$ cat config.mk
export PLATFORM = sky130hd
export DESIGN_NAME = sca_div
export DESIGN_NICKNAME = d
export VERILOG_FILES = /design/src/sca_pkg.sv /design/src/sca_div.sv
export SDC_FILE = /design/constraint.sdc
export NUM_CORES = 1
export LEC_CHECK = 0
export BUFFER_PORTS_ARGS = -buffer_cell sky130_fd_sc_hd__clkbuf_2
export CAP_MARGIN = 20
export CORE_MARGIN = 1.5
export CORE_UTILIZATION = 57
export DETAILED_ROUTE_END_ITERATION = 8
export HOLD_SLACK_MARGIN = 0.08
export PLACE_DENSITY = 0.83
export SYNTH_ARGS = -nofsm -noshare
export SYNTH_HDL_FRONTEND = slang
export SYNTH_SLANG_ARGS = --single-unit
$ cat constraint.sdc
create_clock -name clk -period 4.1 [get_ports clk]
set_input_delay 0.41 -clock clk [delete_from_list [all_inputs] [get_ports clk]]
set_output_delay 0.41 -clock clk [all_outputs]
set_load 0.005 [all_outputs]
$ cat src/sca_pkg.sv
// shared types and constants for the sector color averager
// no dependencies
package sca_pkg;

	localparam logic [1:0] ACT_PIXEL  = 2'd0;
	localparam logic [1:0] ACT_RECT   = 2'd1;
	localparam logic [1:0] ACT_FINISH = 2'd2;
	localparam logic [1:0] ACT_NOP    = 2'd3;

	localparam logic [1:0] REG_STRIDE     = 2'd0;
	localparam logic [1:0] REG_BRIGHTNESS = 2'd1;
	localparam logic [1:0] REG_ACTIVE     = 2'd2;

	localparam int SUM_BITS   = 32;
	localparam int COUNT_BITS = 24;

	typedef enum logic [6:0] {
		ST_IDLE   = 7'b0000001,
		ST_SCAN   = 7'b0000010,
		ST_DIVLD  = 7'b0000100,
		ST_DIV    = 7'b0001000,
		ST_EMIT   = 7'b0010000,
		ST_CLEAR  = 7'b0100000,
		ST_PIX    = 7'b1000000
	} state_t;

	// command to the divider
	typedef struct packed {
		logic                start;
		logic [SUM_BITS-1:0] dividend;
		logic [SUM_BITS-1:0] divisor;
	} div_req_t;

	typedef struct packed {
		logic                busy;
		logic                done;
		logic [SUM_BITS-1:0] quotient;
	} div_rsp_t;

endpackage

$ cat src/sca_div.sv
// shared restoring divider, one quotient bit per cycle
// depends on sca_pkg
module sca_div (
	input  logic              clk,
	input  logic              arst_n,
	input  sca_pkg::div_req_t req,
	output sca_pkg::div_rsp_t rsp
);
	localparam int W = sca_pkg::SUM_BITS;

	logic [W-1:0]         quo_q;
	logic [W-1:0]         rem_q;
	logic [W-1:0]         den_q;
	logic [$clog2(W):0]   cnt_q;
	logic                 busy_q;
	logic                 done_q;
	logic [W:0]           trial;

	assign trial = {rem_q, quo_q[W-1]} - {1'b0, den_q};

	always_ff @(posedge clk or negedge arst_n) begin
		if (!arst_n) begin
			busy_q <= 1'b0;
			done_q <= 1'b0;
			cnt_q  <= '0;
		end else begin
			done_q <= 1'b0;
			if (req.start) begin
				busy_q <= 1'b1;
				cnt_q  <= ($clog2(W)+1)'(W);
			end else if (busy_q) begin
				cnt_q <= cnt_q - 1'b1;
				if (cnt_q == ($clog2(W)+1)'(1)) begin
					busy_q <= 1'b0;
					done_q <= 1'b1;
				end
			end
		end
	end

	always_ff @(posedge clk) begin
		if (req.start) begin
			quo_q <= req.dividend;
			rem_q <= '0;
			den_q <= req.divisor;
		end else if (busy_q) begin
			if (!trial[W]) begin
				rem_q <= trial[W-1:0];
				quo_q <= {quo_q[W-2:0], 1'b1};
			end else begin
				rem_q <= {rem_q[W-2:0], quo_q[W-1]};
				quo_q <= {quo_q[W-2:0], 1'b0};
			end
		end
	end

	assign rsp.busy     = busy_q;
	assign rsp.done     = done_q;
	assign rsp.quotient = quo_q;
endmodule
==> reports/metrics.cfg <==
[die]
row_count = 37
io_pins = 101
die_h_um = 105.5
die_w_um = 105.5
core_area_mm2 = 0.01028
start_util = 0.5824
dieArea_mm2 = 0.01113

[timing]
setup_ws_ns = 0.7953
rsz0062_at_grt = false
holdWs_ns = 0.1811
worst_pin_slew_ns = 0.8906
relSlewSlack = 0.4041
drv_slew = 0
fin_setup_tns_ns = 0
fin_skew_ns = 0.01772
finalHoldViolCount = 0
fin_crit_ns = 3.305
finalSetupViolations = 0
fin_crit_sh = 0.8060
max_freq_mhz = 302.6

[placement]
place_congestion = 0.8799
port_buffers = 100
place_area_mm2 = 0.006570
pre_cts_ws_ns = 0.8370
dpl.hpwl_mm = 9.001
dp_cells = 785

[route]
drt_pre_antenna_iters = 5
drc = 0
avgViaCountPerCell = 5.592
via_count = 4485
drtAntennaViolNets = 0
routed_wl_mm = 12.47
routedWlPerCell_um = 15.55
drtIter0Drc = 278

[global_routing]
grt-busiest-layer = met2
met3_usage = 0.06432
grt_pass1_vias = 4524
grt_pass1_wl_mm = 21.06
grt_usage = 0.2388
grt_max_degree = 62
antenna_found_initial = 0
grt.overflow.total = 0
use_met2 = 0.4071
met1_usage = 0.2961

[cts]
cts_tree = built
worstSkewPairLatency_ns = 0.40
cts.sinks = 104
post_cts_buffers = 0
holdBufCountCts = 1
path_clk_slew_ns = 0.11
numCtsBuffers = 9
clockBufferDepth = 2
cts_resized = 0
ctsHtreeMaxLevel = 3
root_buffer = clkbuf_8

[final_layout]
area_growth_pct = 13.42
drive_gt1_frac = 0.2402
final_cells = 802
final_area_mm2 = 0.006789
num_antenna_cells = 0
post-route-util = 0.6606
fin_nets = 763

[critical_path]
path_max_fanout = 29
slowest_stage = fa_1
cp.arrival_ns = 3.61
reg2reg_depth = 13
slowest_delay_ns = 0.39
startpoint_type = flop
worst-setup-path-type = reg2reg
crit_required_ns = 4.40
worst_setup_path_end_kind = flop
path_cells = inv_1, ha_1, fa_1, or2b_1, a21o_1, a21oi_2, o21ai_2, a31oi_4, a41oi_4, xnor2_4, buf_12, mux2i_1, a211oi_1

[min_path]
hp-class = in2reg
whs_path_depth = 1

[outcome]
outcome = finished clean

[synth]
yosysMostFrequentCell = edfxtp_1
syn_area_mm2 = 0.005986
yosys.area.top_type_share = 0.3211
synth-edff-count = 64
synth.distinct_cells = 57
syn_inst = 571
synth_top_area_cell = edfxtp_1
ys.flop_type = edfxtp_1
yosysWarnings = 0
syn_nets = 673
synth_area_leaders = edfxtp_1 (32%), dfxtp_1 (11%), ha_1 (7.1%)
async_flop_share = 0.07692
synth_common_cells = edfxtp_1 (64), inv_1 (47), nor2_1 (46), nand2_1 (42), a21oi_1 (37)
synth-seq-area-share = 0.4615
synth_seq_cells = 104
syn_area_per_cell_um2 = 10.48

[flow_run]
cap_viol_max_count = 0

[power]
power_density_mw_per_mm2 = 640.6
finalPower_mw = 4.349
leakagePower_nw = 3.074
ir_drop_mv = 0.3417

cell type report:
class                      count  area [µm²]
inverter                      47       176.4
sequential                   104        2763
fill                         826        3488
clock inverter                 5       56.30
tap                          136       170.2
timing repair buffer         105       555.5
multi-input combinational    394        2915
clock buffer                  11       152.6
layer usage:
layer | up-vias | share of wire
li1 | 2235 | -
met1 | 2121 | 0.44
met2 | 116 | 0.49
met3 | 13 | 0.056
met4 | 0 | 0.013
met5 | - | 0
final timing paths:
kind	from	slack, ns	to
worst min register to register	rem_q[17]	0.49	rem_q[17]
max in group asynchronous	arst_n	3.54	cnt_q[1]
worst min-delay path	req[22]	0.18	den_q[22]
worst max-delay path	quo_q[31]	0.80	rem_q[6]
min in group asynchronous	arst_n	0.37	cnt_q[5]
worst max register to register	quo_q[31]	0.80	rem_q[6]
registers in the layout, summed over array words and instances (netlist names):
name and count:
cnt_q 6, busy_q 1, den_q 32, done_q 1, rem_q 32, quo_q 32
logic make-up (layout without fill, tap and decap cells):
kind of cell	after synthesis	after routing	synth area share
mux	60	60	0.1068
xor+xnor	34	34	0.05289
simple gates	129	129	0.09804
buf+inv	73	168	0.05142
fa+ha+maj	35	35	0.07442
flops	104	104	0.4615
compound gates	136	136	0.1549
where the power goes:
| part | internal (mW) | switching (mW) | total, mW |
|---|---|---|---|
| Sequential | 1.37 | 0.197 | 1.57 |
| Combinational | 0.961 | 1.15 | 2.11 |
| Clock | 0.275 | 0.397 | 0.672 |
critical path: cells and delay by family (launching register included):
family	cells	cell delay, ns
AOI/OAI and AO/OA	6	1.21
xor gates and xnor gates	1	0.33
adders and majority gates	2	0.61
buffers and inverters	2	0.34
DFF	1	0.36
muxes	1	0.11
and+or+nand+nor	1	0.25
layout by cell type (no fill, tap or decap), types with 3 or more instances in the layout:
master	instances
and3_1	4
dfxtp_1	32
inv_1	47
mux2_2	31
o211ai_1	4
clkbuf_8	9
nor3_1	6
ha_1	34
nand3_1	5
buf_4	4
o21ai_0	19
o21bai_1	3
a21oi_1	37
xor2_1	12
nor4_1	3
dfrtp_1	8
clkbuf_2	99
nand2b_1	6
nand2_1	42
nand4_1	5
a31o_2	4
mux2i_1	29
nor2_1	46
edfxtp_1	64
xnor2_1	21
a211oi_1	24
a21o_1	19
a31oi_1	4
o31ai_1	3
(Power assumes the default switching activity.)
